### config.mk
export PLATFORM = sky130hd
export DESIGN_NAME = spectrum_bin_peak_decay_top
export DESIGN_NICKNAME = d
export VERILOG_FILES = /design/src/design/sbpd_pkg.sv /design/src/design/sbpd_ram.sv /design/src/design/sbpd_bin_track.sv /design/src/design/sbpd_level_upd.sv /design/src/design/spectrum_bin_peak_decay_top.sv
export SDC_FILE = /design/constraint.sdc
export NUM_CORES = 1
export LEC_CHECK = 0
export BUFFER_PORTS_ARGS = -buffer_cell sky130_fd_sc_hd__clkbuf_2
export CAP_MARGIN = 25
export CORE_ASPECT_RATIO = 1.4
export CORE_UTILIZATION = 35
export DETAILED_ROUTE_END_ITERATION = 16
export PLACE_DENSITY = 0.46
export SLEW_MARGIN = 20
export SYNTH_ARGS = -nofsm -noshare
export SYNTH_HDL_FRONTEND = slang
export SYNTH_SLANG_ARGS = --single-unit
### constraint.sdc
create_clock -name clk -period 8.59 [get_ports clk]
set_clock_uncertainty 0.2 [all_clocks]
set_input_delay 1.718 -clock clk [delete_from_list [all_inputs] [get_ports clk]]
set_output_delay 1.718 -clock clk [all_outputs]
set_load 0.01 [all_outputs]
### src/design/sbpd_pkg.sv
// Package with the shared types, constants and the bin edge function of the peak decay block.
package sbpd_pkg;

    // Fixed field widths of the streams.
    localparam int unsigned MAG_W    = 16;
    localparam int unsigned BNUM_W   = 5;
    localparam int unsigned OUT_W    = 24;
    localparam logic [MAG_W-1:0] DECAY_RESET = 16'd655;

    // Width of the exact big-number arithmetic used to build the edge table.
    localparam int unsigned BIG_W = 4104;

    // Close request handed from the bin tracker to the level update.
    typedef struct packed {
        logic              valid;
        logic [BNUM_W-1:0] bin_number;
        logic [MAG_W-1:0]  max_level;
        logic              last;
        logic              load;
    } close_req_t;

    // Largest n <= cap with n^b <= m^a, where a/b is the reduced exponent ex_q8/256.
    function automatic int unsigned edge_calc(int unsigned m, int unsigned ex_q8,
                                              int unsigned cap);
        logic [BIG_W-1:0]    pm;
        logic [BIG_W-1:0]    pn;
        logic [BIG_W+16:0]   wide;
        int unsigned         ex;
        int unsigned         a;
        int unsigned         b;
        int unsigned         lo;
        int unsigned         hi;
        int unsigned         mid;
        int unsigned         k;
        bit                  sat;
        ex = ex_q8;
        if (ex < 256) ex = 256;
        if (ex > 1024) ex = 1024;
        a = ex;
        b = 256;
        // The denominator is a power of two, so the common factor is shifted out.
        while (a[0] == 1'b0 && b > 1)
        begin
            a = a >> 1;
            b = b >> 1;
        end
        // m^a, saturating: a saturated value exceeds every n^b that can occur.
        pm  = BIG_W'(1);
        sat = 1'b0;
        for (k = 0; k < a && !sat; k++)
        begin
            wide = {17'd0, pm} * (BIG_W+17)'(m);
            if (wide[BIG_W+16:BIG_W] != 17'd0) sat = 1'b1;
            pm = wide[BIG_W-1:0];
        end
        // Binary search for the edge.
        lo = 0;
        hi = cap;
        while (lo < hi)
        begin
            mid = lo + ((hi - lo + 1) >> 1);
            pn  = BIG_W'(1);
            for (k = 0; k < b; k++)
            begin
                pn = pn * BIG_W'(mid);
            end
            if (sat || pn <= pm) lo = mid;
            else hi = mid - 1;
        end
        return lo;
    endfunction

endpackage

### src/design/sbpd_ram.sv
// Generic single-port-write, single-port-read RAM with a registered read.
module sbpd_ram #(
    parameter int unsigned WIDTH = 16,
    parameter int unsigned DEPTH = 32
) (
    input  logic                                   clk,
    input  logic                                   we,
    input  logic [(DEPTH > 1 ? $clog2(DEPTH) : 1)-1:0] waddr,
    input  logic [WIDTH-1:0]                       wdata,
    input  logic                                   re,
    input  logic [(DEPTH > 1 ? $clog2(DEPTH) : 1)-1:0] raddr,
    output logic [WIDTH-1:0]                       rdata
);

    logic [WIDTH-1:0] mem [DEPTH];
    logic [WIDTH-1:0] rdata_reg;

    // Write port, and registered read port (old data on a collision).
    always_ff @(posedge clk)
    begin
        if (we)
        begin
            mem[waddr] <= wdata;
        end
        if (re)
        begin
            rdata_reg <= mem[raddr];
        end
    end

    assign rdata = rdata_reg;

endmodule

### src/design/sbpd_bin_track.sv
// Bin tracker: sample position, open bin, running maximum and bin close detection.
module sbpd_bin_track
    import sbpd_pkg::*;
#(
    parameter int unsigned NUM_BINS     = 32,
    parameter int unsigned START_OFFSET = 1,
    parameter int unsigned EXPONENT_Q8  = 512,
    parameter int unsigned BLOCK_LENGTH = 2048
) (
    input  logic                                         clk,
    input  logic                                         rst_n,
    input  logic                                         accept,
    input  logic [MAG_W-1:0]                             magnitude,
    input  logic                                         block_end,
    output close_req_t                                   req,
    output logic [(NUM_BINS > 1 ? $clog2(NUM_BINS) : 1)-1:0] req_addr
);

    localparam int unsigned AW  = (NUM_BINS > 1) ? $clog2(NUM_BINS) : 1;
    localparam int unsigned BW  = $clog2(NUM_BINS + 1);
    localparam int unsigned PW  = $clog2(BLOCK_LENGTH + 1);
    localparam int unsigned CAP = (BLOCK_LENGTH > START_OFFSET) ?
                                  (BLOCK_LENGTH - START_OFFSET) : 0;

    logic [PW-1:0]    edge_tab [NUM_BINS];
    logic [PW-1:0]    pos_reg;
    logic [PW-1:0]    pos_next;
    logic [BW-1:0]    bin_reg;
    logic [BW-1:0]    bin_next;
    logic [MAG_W-1:0] max_reg;
    logic [MAG_W-1:0] max_next;
    logic             primed_reg;
    logic             primed_next;
    logic             in_range;
    logic [PW-1:0]    rel;
    logic [MAG_W-1:0] mx;
    logic             hit;
    logic             close;
    logic             is_last;

    // Constant bin edge table, built at elaboration.
    for (genvar g = 0; g < NUM_BINS; g++)
    begin : g_edge
        localparam int unsigned EDGE_V = edge_calc(g + 1, EXPONENT_Q8, CAP);
        assign edge_tab[g] = PW'(EDGE_V);
    end

    // Close detection for the sample at hand.
    always_comb
    begin
        in_range = ({1'b0, pos_reg} >= (PW+1)'(START_OFFSET)) &&
                   (pos_reg < PW'(BLOCK_LENGTH)) &&
                   (bin_reg < BW'(NUM_BINS));
        rel      = pos_reg - PW'(START_OFFSET);
        mx       = (magnitude > max_reg) ? magnitude : max_reg;
        hit      = (({1'b0, rel} + (PW+1)'(1)) == {1'b0, edge_tab[bin_reg[AW-1:0]]});
        close    = accept && in_range && hit;
        is_last  = (bin_reg == BW'(NUM_BINS - 1));
    end

    // Close request toward the level update.
    always_comb
    begin
        req.valid      = close;
        req.bin_number = BNUM_W'(bin_reg);
        req.max_level  = mx;
        req.last       = is_last;
        req.load       = !primed_reg;
        req_addr       = bin_reg[AW-1:0];
    end

    // Next state of the position counter, open bin, running maximum and priming flag.
    always_comb
    begin
        pos_next    = pos_reg;
        bin_next    = bin_reg;
        max_next    = max_reg;
        primed_next = primed_reg;
        if (accept)
        begin
            if (in_range)
            begin
                if (hit)
                begin
                    max_next = '0;
                    bin_next = bin_reg + BW'(1);
                    if (is_last)
                    begin
                        primed_next = 1'b1;
                    end
                end
                else
                begin
                    max_next = mx;
                end
            end
            if (block_end)
            begin
                pos_next = '0;
                bin_next = '0;
                max_next = '0;
            end
            else if (pos_reg < PW'(BLOCK_LENGTH))
            begin
                pos_next = pos_reg + PW'(1);
            end
        end
    end

    // State registers.
    always_ff @(posedge clk or negedge rst_n)
    begin
        if (!rst_n)
        begin
            pos_reg    <= '0;
            bin_reg    <= '0;
            max_reg    <= '0;
            primed_reg <= 1'b0;
        end
        else
        begin
            pos_reg    <= pos_next;
            bin_reg    <= bin_next;
            max_reg    <= max_next;
            primed_reg <= primed_next;
        end
    end

endmodule

### src/design/sbpd_level_upd.sv
// Level update: reads the held level, applies the decay limit, writes back and registers the item.
module sbpd_level_upd
    import sbpd_pkg::*;
#(
    parameter int unsigned NUM_BINS = 32
) (
    input  logic                                         clk,
    input  logic                                         rst_n,
    input  logic                                         cfg_wr_en,
    input  logic [MAG_W-1:0]                             cfg_wr_data,
    input  close_req_t                                   req,
    input  logic [(NUM_BINS > 1 ? $clog2(NUM_BINS) : 1)-1:0] req_addr,
    output logic                                         take,
    output logic                                         out_valid,
    input  logic                                         out_ready,
    output logic [BNUM_W-1:0]                            out_bin,
    output logic [MAG_W-1:0]                             out_level,
    output logic                                         out_last
);

    localparam int unsigned AW = (NUM_BINS > 1) ? $clog2(NUM_BINS) : 1;

    logic [MAG_W-1:0]  decay_reg;
    logic              s1_valid_reg;
    close_req_t        s1_req_reg;
    logic [AW-1:0]     s1_addr_reg;
    logic              s1_byp_reg;
    logic [MAG_W-1:0]  s1_byp_data_reg;
    logic              out_valid_reg;
    logic [BNUM_W-1:0] out_bin_reg;
    logic [MAG_W-1:0]  out_level_reg;
    logic              out_last_reg;
    logic [MAG_W-1:0]  rd_data;
    logic [MAG_W-1:0]  old_level;
    logic [MAG_W-1:0]  new_level;
    logic [MAG_W-1:0]  fall;
    logic              s1_adv;
    logic              wr_en;
    logic              byp_hit;

    // Held levels, one entry per bin.
    sbpd_ram #(
        .WIDTH (MAG_W),
        .DEPTH (NUM_BINS)
    ) u_levels (
        .clk   (clk),
        .we    (wr_en),
        .waddr (s1_addr_reg),
        .wdata (new_level),
        .re    (req.valid),
        .raddr (req_addr),
        .rdata (rd_data)
    );

    // Handshake between the read stage and the output register.
    always_comb
    begin
        s1_adv  = !out_valid_reg || out_ready;
        take    = !s1_valid_reg || s1_adv;
        wr_en   = s1_valid_reg && s1_adv;
        byp_hit = wr_en && req.valid && (s1_addr_reg == req_addr);
    end

    // New held level: a load or a rise is taken at once, a fall is limited to the decay step.
    always_comb
    begin
        old_level = s1_byp_reg ? s1_byp_data_reg : rd_data;
        fall      = old_level - s1_req_reg.max_level;
        if (s1_req_reg.load || s1_req_reg.max_level >= old_level)
        begin
            new_level = s1_req_reg.max_level;
        end
        else if (fall > decay_reg)
        begin
            new_level = old_level - decay_reg;
        end
        else
        begin
            new_level = s1_req_reg.max_level;
        end
    end

    // Control registers and the decay step.
    always_ff @(posedge clk or negedge rst_n)
    begin
        if (!rst_n)
        begin
            decay_reg     <= DECAY_RESET;
            s1_valid_reg  <= 1'b0;
            s1_byp_reg    <= 1'b0;
            out_valid_reg <= 1'b0;
        end
        else
        begin
            if (cfg_wr_en)
            begin
                decay_reg <= cfg_wr_data;
            end
            if (take)
            begin
                s1_valid_reg <= req.valid;
                s1_byp_reg   <= byp_hit;
            end
            if (s1_adv)
            begin
                out_valid_reg <= s1_valid_reg;
            end
        end
    end

    // Payload registers of the read stage and the output.
    always_ff @(posedge clk)
    begin
        if (take)
        begin
            s1_req_reg      <= req;
            s1_addr_reg     <= req_addr;
            s1_byp_data_reg <= new_level;
        end
        if (s1_adv)
        begin
            out_bin_reg   <= s1_req_reg.bin_number;
            out_level_reg <= new_level;
            out_last_reg  <= s1_req_reg.last;
        end
    end

    assign out_valid = out_valid_reg;
    assign out_bin   = out_bin_reg;
    assign out_level = out_level_reg;
    assign out_last  = out_last_reg;

endmodule

### src/design/spectrum_bin_peak_decay_top.sv
// Top level of the spectrum bin peak decay block.
// Throughput: one item per cycle; s_axis_tready falls only while a result waits and one more is in flight.
// A sample that closes a bin gives its result on m_axis through the read stage register and the output register.
// The path holds one read of the level memory plus the decay compare; samples that close no bin give no result.
// Reset clears the position, open bin, running maximum, priming flag and the output valid at once.
// The level memory is not cleared: until the first full block, every closed bin loads its level directly.
module spectrum_bin_peak_decay_top
    import sbpd_pkg::*;
#(
    parameter int unsigned NUM_BINS     = 32,
    parameter int unsigned START_OFFSET = 1,
    parameter int unsigned EXPONENT_Q8  = 512,
    parameter int unsigned BLOCK_LENGTH = 2048
) (
    input  logic             clk,
    input  logic             rst_n,
    input  logic             s_axis_tvalid,
    output logic             s_axis_tready,
    input  logic [15:0]      s_axis_tdata,   // [15:0] magnitude
    input  logic             s_axis_tlast,   // block_end
    output logic             m_axis_tvalid,
    input  logic             m_axis_tready,
    output logic [OUT_W-1:0] m_axis_tdata,   // [4:0] bin_number, [20:5] held_level, [23:21] zero
    output logic             m_axis_tlast,   // last_bin
    input  logic             cfg_wr_en,
    input  logic [15:0]      cfg_wr_data     // decay_step
);

    localparam int unsigned AW = (NUM_BINS > 1) ? $clog2(NUM_BINS) : 1;

    close_req_t        req;
    logic [AW-1:0]     req_addr;
    logic              take;
    logic              accept;
    logic [BNUM_W-1:0] out_bin;
    logic [MAG_W-1:0]  out_level;

    assign s_axis_tready = take;
    assign accept        = s_axis_tvalid && take;

    // Position counting and bin close detection.
    sbpd_bin_track #(
        .NUM_BINS     (NUM_BINS),
        .START_OFFSET (START_OFFSET),
        .EXPONENT_Q8  (EXPONENT_Q8),
        .BLOCK_LENGTH (BLOCK_LENGTH)
    ) u_track (
        .clk       (clk),
        .rst_n     (rst_n),
        .accept    (accept),
        .magnitude (s_axis_tdata),
        .block_end (s_axis_tlast),
        .req       (req),
        .req_addr  (req_addr)
    );

    // Held level read, decay and write back.
    sbpd_level_upd #(
        .NUM_BINS (NUM_BINS)
    ) u_level (
        .clk         (clk),
        .rst_n       (rst_n),
        .cfg_wr_en   (cfg_wr_en),
        .cfg_wr_data (cfg_wr_data),
        .req         (req),
        .req_addr    (req_addr),
        .take        (take),
        .out_valid   (m_axis_tvalid),
        .out_ready   (m_axis_tready),
        .out_bin     (out_bin),
        .out_level   (out_level),
        .out_last    (m_axis_tlast)
    );

    // Output packing.
    assign m_axis_tdata = {3'b000, out_level, out_bin};

endmodule

Word level (Yosys, flattened, before mapping)
Memories as Yosys holds them, arrays and structs flattened. A register that Yosys moved wholly into a read port is not among the register bits. Index checks and enable logic that the tools add are counted.

Add/sub/neg operators: 6. Magnitude comparators: 7. Eq/ne operators: 3. Multiplexer cells: 16. Bitwise operators: 1. Reductions and logical operators: 21.

Operator list (number): 16-bit 2-to-1 mux (7); 12-bit 2-to-1 mux (4); 16-bit greater-than comparator (2); 16-bit subtractor (2); 6-bit 2-to-1 mux (3); 16-bit >= comparator (1); 12-bit by 1-bit adder with 13-bit output (second input constant) (1); 13-bit by 12-bit == test with 1-bit output (1); 12-bit by 1-bit adder with 12-bit output (second input constant) (1); 12-bit by 1-bit >= comparator with 1-bit output (second input constant) (1); 12-bit < comparator (second input constant) (1); 12-bit by 1-bit subtractor with 12-bit output (second input constant) (1); 1-bit logical AND (8); 6-bit by 1-bit adder with 6-bit output (second input constant) (1); 6-bit by 5-bit == test with 1-bit output (second input constant) (1); 6-bit >= comparator (second input constant) (1); 6-bit < comparator (second input constant) (1); 5-bit NOT with 6-bit output (1); 2-bit nonzero test (3); 5-bit == test (1); 2-bit AND reduction (2); 4-bit AND reduction (1); 1-bit logical NOT (3); 1-bit logical OR (3); other kinds (2) (3).

Register bits after elaboration: 115. RAM bits: 512. Bits in read-only memories: 384. Output and inout port bits: 27. Word-level logic and storage cells: 72. Memories kept: 2.

Memories: u_level.u_levels.mem (depth 32, width 16, rd ports 1, clocked after Yosys merged registers in 1, write ports 1, RTL line sbpd_ram.sv:15) `logic [WIDTH-1:0] mem [DEPTH];`; (no name shown) (depth 32, width 12, rd ports 1, clocked after Yosys merged registers in 0, write ports 0, RTL line sbpd_bin_track.sv:56) `hit = (({1'b0, rel} + (PW+1)'(1)) == {1'b0, edge_tab[bin_reg[AW-1:0]]});`.

Longest topological paths before layout
Gate-level depths: netlist of run 1.

Depth in word-level cells: 8. Mapped depth: 23. Depth with buffers taken out: 19.

Cells and area by module
A second synthesis of run 1 with hierarchy kept.

Cells, all modules: 2022. Area, all modules: 29340.6 um2.

By module, submodules not included: sbpd_ram (times used 1, cells each 1143, area each 20696.1 um2); sbpd_level_upd (times used 1, cells each 446, area each 5103.6 um2); sbpd_bin_track (times used 1, cells each 428, area each 3508.4 um2); spectrum_bin_peak_decay_top (times used 1, cells each 5, area each 32.5 um2).

Least setup slack after synthesis of run 1
No wires, ideal clock.

Path type: register to register. Start: register u_level.s1_byp_reg. End: register u_level.out_level_reg[13] (netlist: u_level.out_level[13]) (data pin). Arrival time: 6.043 ns. Required time: 7.994 ns. Path slack: 1.951 ns. Cell stages (with the launch flop): 23. Period minus slack after synthesis: 6.639 ns. Cells stage by stage: dfrtp_1 clkbuf_1 buf_1 mux2i_1 inv_1 ha_1 nor2b_1 o21ai_0 a21oi_1 o21a_1 o21ai_0 a21o_1 a21oi_1 o2111a_1 a311oi_1 ha_1 nand4_1 or3_1 o221ai_1 o211a_1 clkbuf_1 clkbuf_1 mux2i_1.

Word-level cells in the longest chain between the ends: 5.

Ends and longest elaborated chain: from (decl) (RTL line sbpd_level_upd.sv:27) `logic s1_byp_reg;`; from (signal assigned) (RTL line sbpd_level_upd.sv:102) `s1_byp_reg <= byp_hit;`; 16-bit 2-to-1 mux * (RTL line sbpd_level_upd.sv:67) `old_level = s1_byp_reg ? s1_byp_data_reg : rd_data;`; 16-bit subtractor (RTL line sbpd_level_upd.sv:68) `fall = old_level - s1_req_reg.max_level;`; 16-bit greater-than comparator (RTL line sbpd_level_upd.sv:73) `else if (fall > decay_reg)`; 16-bit 2-to-1 mux (RTL line sbpd_level_upd.sv:73); 16-bit 2-to-1 mux * (RTL line sbpd_level_upd.sv:69) `if (s1_req_reg.load || s1_req_reg.max_level >= old_level)`; net u_level.new_level[13] (RTL line sbpd_level_upd.sv:35) `logic [MAG_W-1:0] new_level;`; to (signal assigned) (RTL line sbpd_level_upd.sv:123) `out_level_reg <= new_level;`; to (decl) (RTL line sbpd_level_upd.sv:31) `logic [MAG_W-1:0] out_level_reg;`.

Mark *: on every way through the listed nets, which the timed path passes. The rest lies on a longest branch. A chain may end at the register's enable or synchronous reset.

Worst setup path in the final report of run 1
Start: register u_level.s1_byp_reg. End: memory u_level.u_levels.mem[19][14] (data pin).

Word-level cells in the longest chain between the ends: 5.

Ends and longest elaborated chain (RTL line): 16-bit 2-to-1 mux * (sbpd_level_upd.sv:67); 16-bit subtractor (sbpd_level_upd.sv:68); 16-bit greater-than comparator (sbpd_level_upd.sv:73); 16-bit 2-to-1 mux (sbpd_level_upd.sv:73); 16-bit 2-to-1 mux * (sbpd_level_upd.sv:69); net u_level.new_level[14] (sbpd_level_upd.sv:35); to (decl) (sbpd_ram.sv:15).

Marks and branches as above.

==> results.yml, run 1 <==
clock_tree:
  insertion_delay_ps: 620
  hold_buffers: 0
  clock-sinks: 643
  numCtsBuffers: 66
  clock_path_buffers: 3
  cts_setup_buffers: 0
  htree_levels: 3
  post_cts_resized: 0
  path_clk_slew_ps: 60
  cts_tree: "built"
  root_buffer: "clkbuf_16"
placed_design:
  gp_congestion: 0.863
  io_buffers: 61
  dp_hpwl_um: 55800
timing:
  relSlewSlack_pct: 31.5
  finalSetupTns_ps: 0
  min_period_ps: 6510
  maxSlewViolCount: 0
  finalSetupViolCount: 0
  fmax_mhz: 154
  post-route-period-util_pct: 75.8
  timing.hold.ws_ps: 228
  rsz0062_at_grt: "false"
  finalHoldViolations: 0
  worst_pin_slew_ps: 1030
logic_synthesis:
  synth_common_cells: "edfxtp_1, mux2i_1, nor2_1"
  ys.flop_type: "edfxtp_1"
  synth_most_common_cell: "edfxtp_1"
  ys_seq_area_share_pct: 67.0
  yosys_warnings: 0
  netlist_area_um2: 28400
  synth.area.top_cells: "edfxtp_1, mux2i_1, mux4_2"
  synthesis.instances: 1883
  synthArstFlopShare_pct: 8.40
  avgSynthCellArea_um2: 15.1
  synth_top_area_share_pct: 62.3
  synth_edf_count: 589
  synth_cell_type_count: 73
  yosysTopAreaCell: "edfxtp_1"
  synth_seq_cells: 643
global_route:
  grt_pass1_vias: 17215
  gr-usage-all-layers_pct: 22.0
  antenna_found_initial: 2
  grt_max_degree: 55
  grt_pass1_wl_um: 127000
  overflow: 0
floorplanning:
  die_w_um: 243
  ioPinCount: 65
  core_area_um2: 80300
  die_h_um: 339
  start_util_pct: 35.4
  fp-row-count: 123
  die-area_um2: 82300
power:
  power.leakage_uw: 0.0107
  total_power_uw: 8200
  ir_drop_mv: 0.168
  p_per_area_nw_per_um2: 250
layout:
  area_growth_pct: 15.2
  nets: 2092
  drive_gt1_share_pct: 18.5
  largest_register_ffs: 512
  num_antenna_cells: 0
detailed_routing:
  vias: 16903
  drtPass1Iterations: 7
  drtIter0Drc: 1235
  ant_nets: 0
  drc: 0
  post_drt_via_cell_ratio: 5.47
  wl_um: 90200
  wire_per_inst_um: 29.2
critical_path:
  path_buf_inv: 3
  path_delay_family: "compound AO/OA/AOI/OAI gates"
  crit_type: "reg2reg"
  cp_cell_sequence: "buf_4, mux2i_1, inv_1, ha_1, nor2b_1, o21ai_0, a21oi_1, o21a_1, o21ai_0, a21o_1, a21oi_1, o21ai_0, a311oi_1, ha_1, nand4_1, or3_1, o221ai_1, o211a_2, buf_4, mux2i_4"
  slowest_delay_ps: 880
  arrival_ps: 6590
  critPathMostFrequentCell: "o21ai_0"
  crit_path_top_delay_cell: "mux2i_4"
  worstPathRequired_ps: 8660
  setup.worst_path.end_class: "flop"
  cp_max_fo: 34
  start_kind: "flop"
  rrSetupSlack_ps: 2080
worst_hold_path:
  hold_path.class: "reg2reg"
outcome:
  outcome: "finished clean"
job:
  drv_cap: 0
==> per-stage QoR <==
step	worst slack, ps	util, %	area, µm²	cells
after floorplan	1950	-	28400	1885
after detailed placement	2190	38.1	30600	2970
after global routing	1630	40.7	32700	3090
after CTS	2130	40.7	32700	3089
final	2080	40.7	32700	3090
after global placement	2160	37.8	30400	2961
==> report_power, final <==
part           leakage [µW]  total [µW]  internal (µW)  switching (µW)
Clock               0.00101        2820           1590            1230
Combinational       0.00350        1320            421             896
Sequential          0.00616        4050           3940             111
Total                0.0107        8200           5960            2240
==> cell families after synthesis <==
group | after synthesis | share of synthesized area (%)
AO/OA/AOI/OAI | 307 | 7.16
multiplexers | 247 | 11.7
buffers and inverters | 160 | 2.18
adder cells (fa/ha/maj) | 77 | 3.44
XOR/XNOR | 54 | 1.76
flip-flops | 643 | 67.0
AND/OR/NAND/NOR | 394 | 6.69
other | 1 | 0.0132
==> path summary, 6_finish.rpt <==
kind	to	startpoint	cells past startpoint
max	u_level.u_levels.mem[19][14]	u_level.s1_byp_reg	20
min	u_level.out_last	u_level.s1_req_reg[1]	0
max reg2reg	u_level.u_levels.mem[19][14]	u_level.s1_byp_reg	20
min reg2reg	u_level.out_last	u_level.s1_req_reg[1]	0
max in group asynchronous	u_track.bin_reg[1]	rst_n	2
min in group asynchronous	u_track.pos_reg[7]	rst_n	2
==> layout by cell type (no fill, tap or decap), drive strengths merged, types with 32 or more instances in the layout <==
cell type / n
nand2: 117
a21oi: 54
mux4: 64
ha: 75
dfrtp: 48
clkbuf: 142
buf: 57
mux2i: 151
nor2: 140
edfxtp: 589
inv: 69
o21ai: 91
mux2: 32
o221ai: 50
==> per-layer routing <==
metal	track usage, %	routed length, µm	vias up
met1	28.3	37500	8853
met3	2.18	3780	110
met5	0	0	-
met4	7.27	2430	0
li1	-	-	7472
met2	38.6	46500	468
==> layout make-up <==
| cell class | count | area, µm² |
|---|---|---|
| sequential | 643 | 19100 |
| clock buffer | 81 | 1770 |
| timing repair buffer | 118 | 911 |
| fill | 7418 | 47600 |
| clock inverter | 38 | 305 |
| tap | 1062 | 1330 |
| multi-input combinational | 1082 | 9100 |
| inverter | 66 | 248 |
(Power assumes the default switching activity.)
==> run 2, diff against run 1 <==
- ABC_AREA: default -> 1
- clock period: 8.59 -> 6.1 ns (I/O delays scaled with it)
==> run 2 against run 1 <==
Effect of this change:
- via count up 20%
- critical endpoint is now u_level.u_levels.mem[13][3]
- largest power group unchanged
- utilization fell by 0.29 points
- non-clock buffer count up 16
- power up 69%
- sequential share of layout area is 0.18 points higher
- register-to-register slack got worse by 1600 ps
- clock-buffer cell count is 11 higher
- die area is 0.56% higher
- critical path depth increased by 6
- design area shrank 0.32%
- highest routed layer unchanged
- first-iteration DRC count is 40% higher
- maximum frequency rose by 17%
==> results.yml, run 2 <==
outcome:
  outcome: "finished clean"
critical_path:
  crit_type: "reg2reg"
  critPathMostFrequentCell: "nand2_1"
  arrival_ps: 5650
  worstPathRequired_ps: 6170
  crit_path_top_delay_cell: "o21ai_4"
  crit_end: "u_level.u_levels.mem[13][3]"
  reg2regPathDepth: 26
  setup.worst_path.end_class: "flop"
  start_kind: "flop"
  cp_max_fo: 34
  slowest_delay_ps: 740
  crit_start: "u_level.s1_byp_reg"
  rrSetupSlack_ps: 520
  r2r-start: "u_level.s1_byp_reg"
  r2r_end: "u_level.u_levels.mem[13][3]"
global_route:
  use_met2_pct: 38.0
  use_met1_pct: 26.8
  grt_max_degree: 201
  antenna_found_initial: 1
  gr-usage-all-layers_pct: 21.8
  grt_pass1_wl_um: 132000
  busiest_layer: "met2"
  grt_pass1_vias: 19656
  overflow: 0
  gr-usage-met3_pct: 2.85
layout:
  final_cell_mix: "edfxtp_1, nor2_1, o21ai_0, nand2_1, o22ai_1"
  design_area_um2: 32600
  register_area_um2: 19100
  largest_register_ffs: 512
  area_growth_pct: 14.2
  nets: 2747
  multiInputGateArea_um2: 8710
  drive_gt1_share_pct: 11.0
  final_common_cell: "edfxtp_1"
  fillers: 7764
timing:
  fmax_mhz: 179
  finalSetupTns_ps: 0
  rsz0062_at_grt: "false"
  finalSetupViolCount: 0
  post-route-period-util_pct: 91.4
  min_period_ps: 5580
  relSlewSlack_pct: 30.9
  worst_pin_slew_ps: 1040
  finalHoldViolations: 0
  maxSlewViolCount: 0
clock_tree:
  htree_levels: 3
  root_buffer: "clkbuf_16"
  clock_path_buffers: 3
  numCtsBuffers: 67
  path_clk_slew_ps: 60
  cts_tree: "built"
  insertion_delay_ps: 610
  clock-sinks: 643
job:
  drv_cap: 0
logic_synthesis:
  avgSynthCellArea_um2: 11.2
  synth_top_area_share_pct: 61.9
  ys_seq_area_share_pct: 66.7
  netlist_area_um2: 28600
  synth_edf_count: 589
  synthArstFlopShare_pct: 8.40
  synth.area.top_cells: "edfxtp_1, o21ai_0, nor2_1"
  synth_most_common_cell: "edfxtp_1"
  synthesis.instances: 2562
  yosysTopAreaCell: "edfxtp_1"
  yosys_warnings: 0
  synth_cell_type_count: 51
  ys.flop_type: "edfxtp_1"
  synth_seq_cells: 643
  synth_common_cells: "edfxtp_1, nor2_1, o21ai_0"
detailed_routing:
  drtPass1Iterations: 5
  drtIter0Drc: 1732
  vias: 20235
  post_drt_via_cell_ratio: 5.40
  wl_um: 92100
  ant_nets: 0
  drc: 0
  wire_per_inst_um: 24.6
floorplanning:
  core_area_um2: 80600
  die_h_um: 340
  fp-row-count: 123
  start_util_pct: 35.4
  die_w_um: 243
  ioPinCount: 65
  die-area_um2: 82800
power:
  power.leakage_uw: 0.0120
  p_per_area_nw_per_um2: 425
  ir_drop_mv: 0.264
placed_design:
  io_buffers: 61
  dp_hpwl_um: 55400
  post_dp_cell_area_um2: 30500
  gp_congestion: 0.872
worst_hold_path:
  hold_path.class: "reg2reg"
## run 2: cell types whose count changed after synthesis, sizes merged, moves of 31 or more
cell    before  now
o221ai      50    0
o22ai       19  165
nand3       13   68
mux2i      151    1
clkbuf      62  112
mux2        32    1
nor2       140  433
nand2      117  356
mux4        64    0
inv         66  127
o21ai       91  384
## run 2: per-layer routing
metal  vias up  part of all wire [%]
li1       9298                     -
met1     10140                    39
met2       630                    50
met3       167                   5.7
met4         0                   4.6
met5         -                     0
## run 2: kinds of logic (layout without fill, tap and decap cells)
| kind of cell | after synthesis | in the layout | synth area share (%) |
|---|---|---|---|
| other | 1 | 5 | 0.0131 |
| XOR/XNOR | 32 | 32 | 0.981 |
| buffers and inverters | 265 | 381 | 3.61 |
| AND/OR/NAND/NOR | 891 | 891 | 12.7 |
| multiplexers | 2 | 2 | 0.0744 |
| flip-flops | 643 | 643 | 66.7 |
| adder cells (fa/ha/maj) | 77 | 77 | 3.42 |
| AO/OA/AOI/OAI | 651 | 653 | 12.5 |
## run 2: timing repair
action | CTS | global route
gates resized for setup | 0 | 4
endpoints found under the hold margin | 0 | 0
setup buffers | 0 | 0
endpoints found under the setup margin | 0 | 68
hold buffers | 0 | 0
## run 2: worst min path at each step
| stage | startpoint | to | slack, ps | cells past startpoint |
|---|---|---|---|---|
| detailed placement | u_level.s1_req_reg[1] | u_level.out_last | 240 | 0 |
| finish | u_level.s1_req_reg[1] | u_level.out_last | 250 | 0 |
| global placement | u_level.s1_req_reg[1] | u_level.out_last | 210 | 0 |
| CTS | u_level.s1_req_reg[1] | u_level.out_last | 250 | 0 |
| global route | u_level.s1_req_reg[1] | u_level.out_last | 250 | 0 |
| floorplan | u_level.s1_req_reg[1] | u_level.out_last | 200 | 0 |
## run 2: through the flow
step	hold slack, ps	util, %	cells	power [µW]	worst slack, ps
floorplan	200	-	2564	8390	359
global placement	213	37.7	3619	9790	481
detailed placement	237	37.8	3621	9860	474
CTS	250	40.3	3740	13800	410
global route	254	40.4	3744	14500	10.4
finish	246	40.5	3746	13900	523
## run 2: report_power, final
group	internal (µW)	switching [µW]	total, µW
clock network	2270	1700	3970
logic	731	2550	3280
registers	6420	190	6610
## run 2: worst max-delay path, delay by kind of cell, from the launching register on
family,cells,cell delay [ps]
simple gates,15,1790
flops,1,410
compound gates,4,1510
buf+inv,4,600
fa+ha+maj,2,580
xor+xnor,1,110
## run 2: area by class of cell
type,count,share of cell area (%)
Multi-Input combinational cell,1658,26.7
Antenna cell,2,0.0153
Clock inverter,27,0.633
Inverter,128,1.52
Tap cell,1062,4.07
Clock buffer,92,5.72
Sequential cell,643,58.4
Timing Repair Buffer,134,2.93
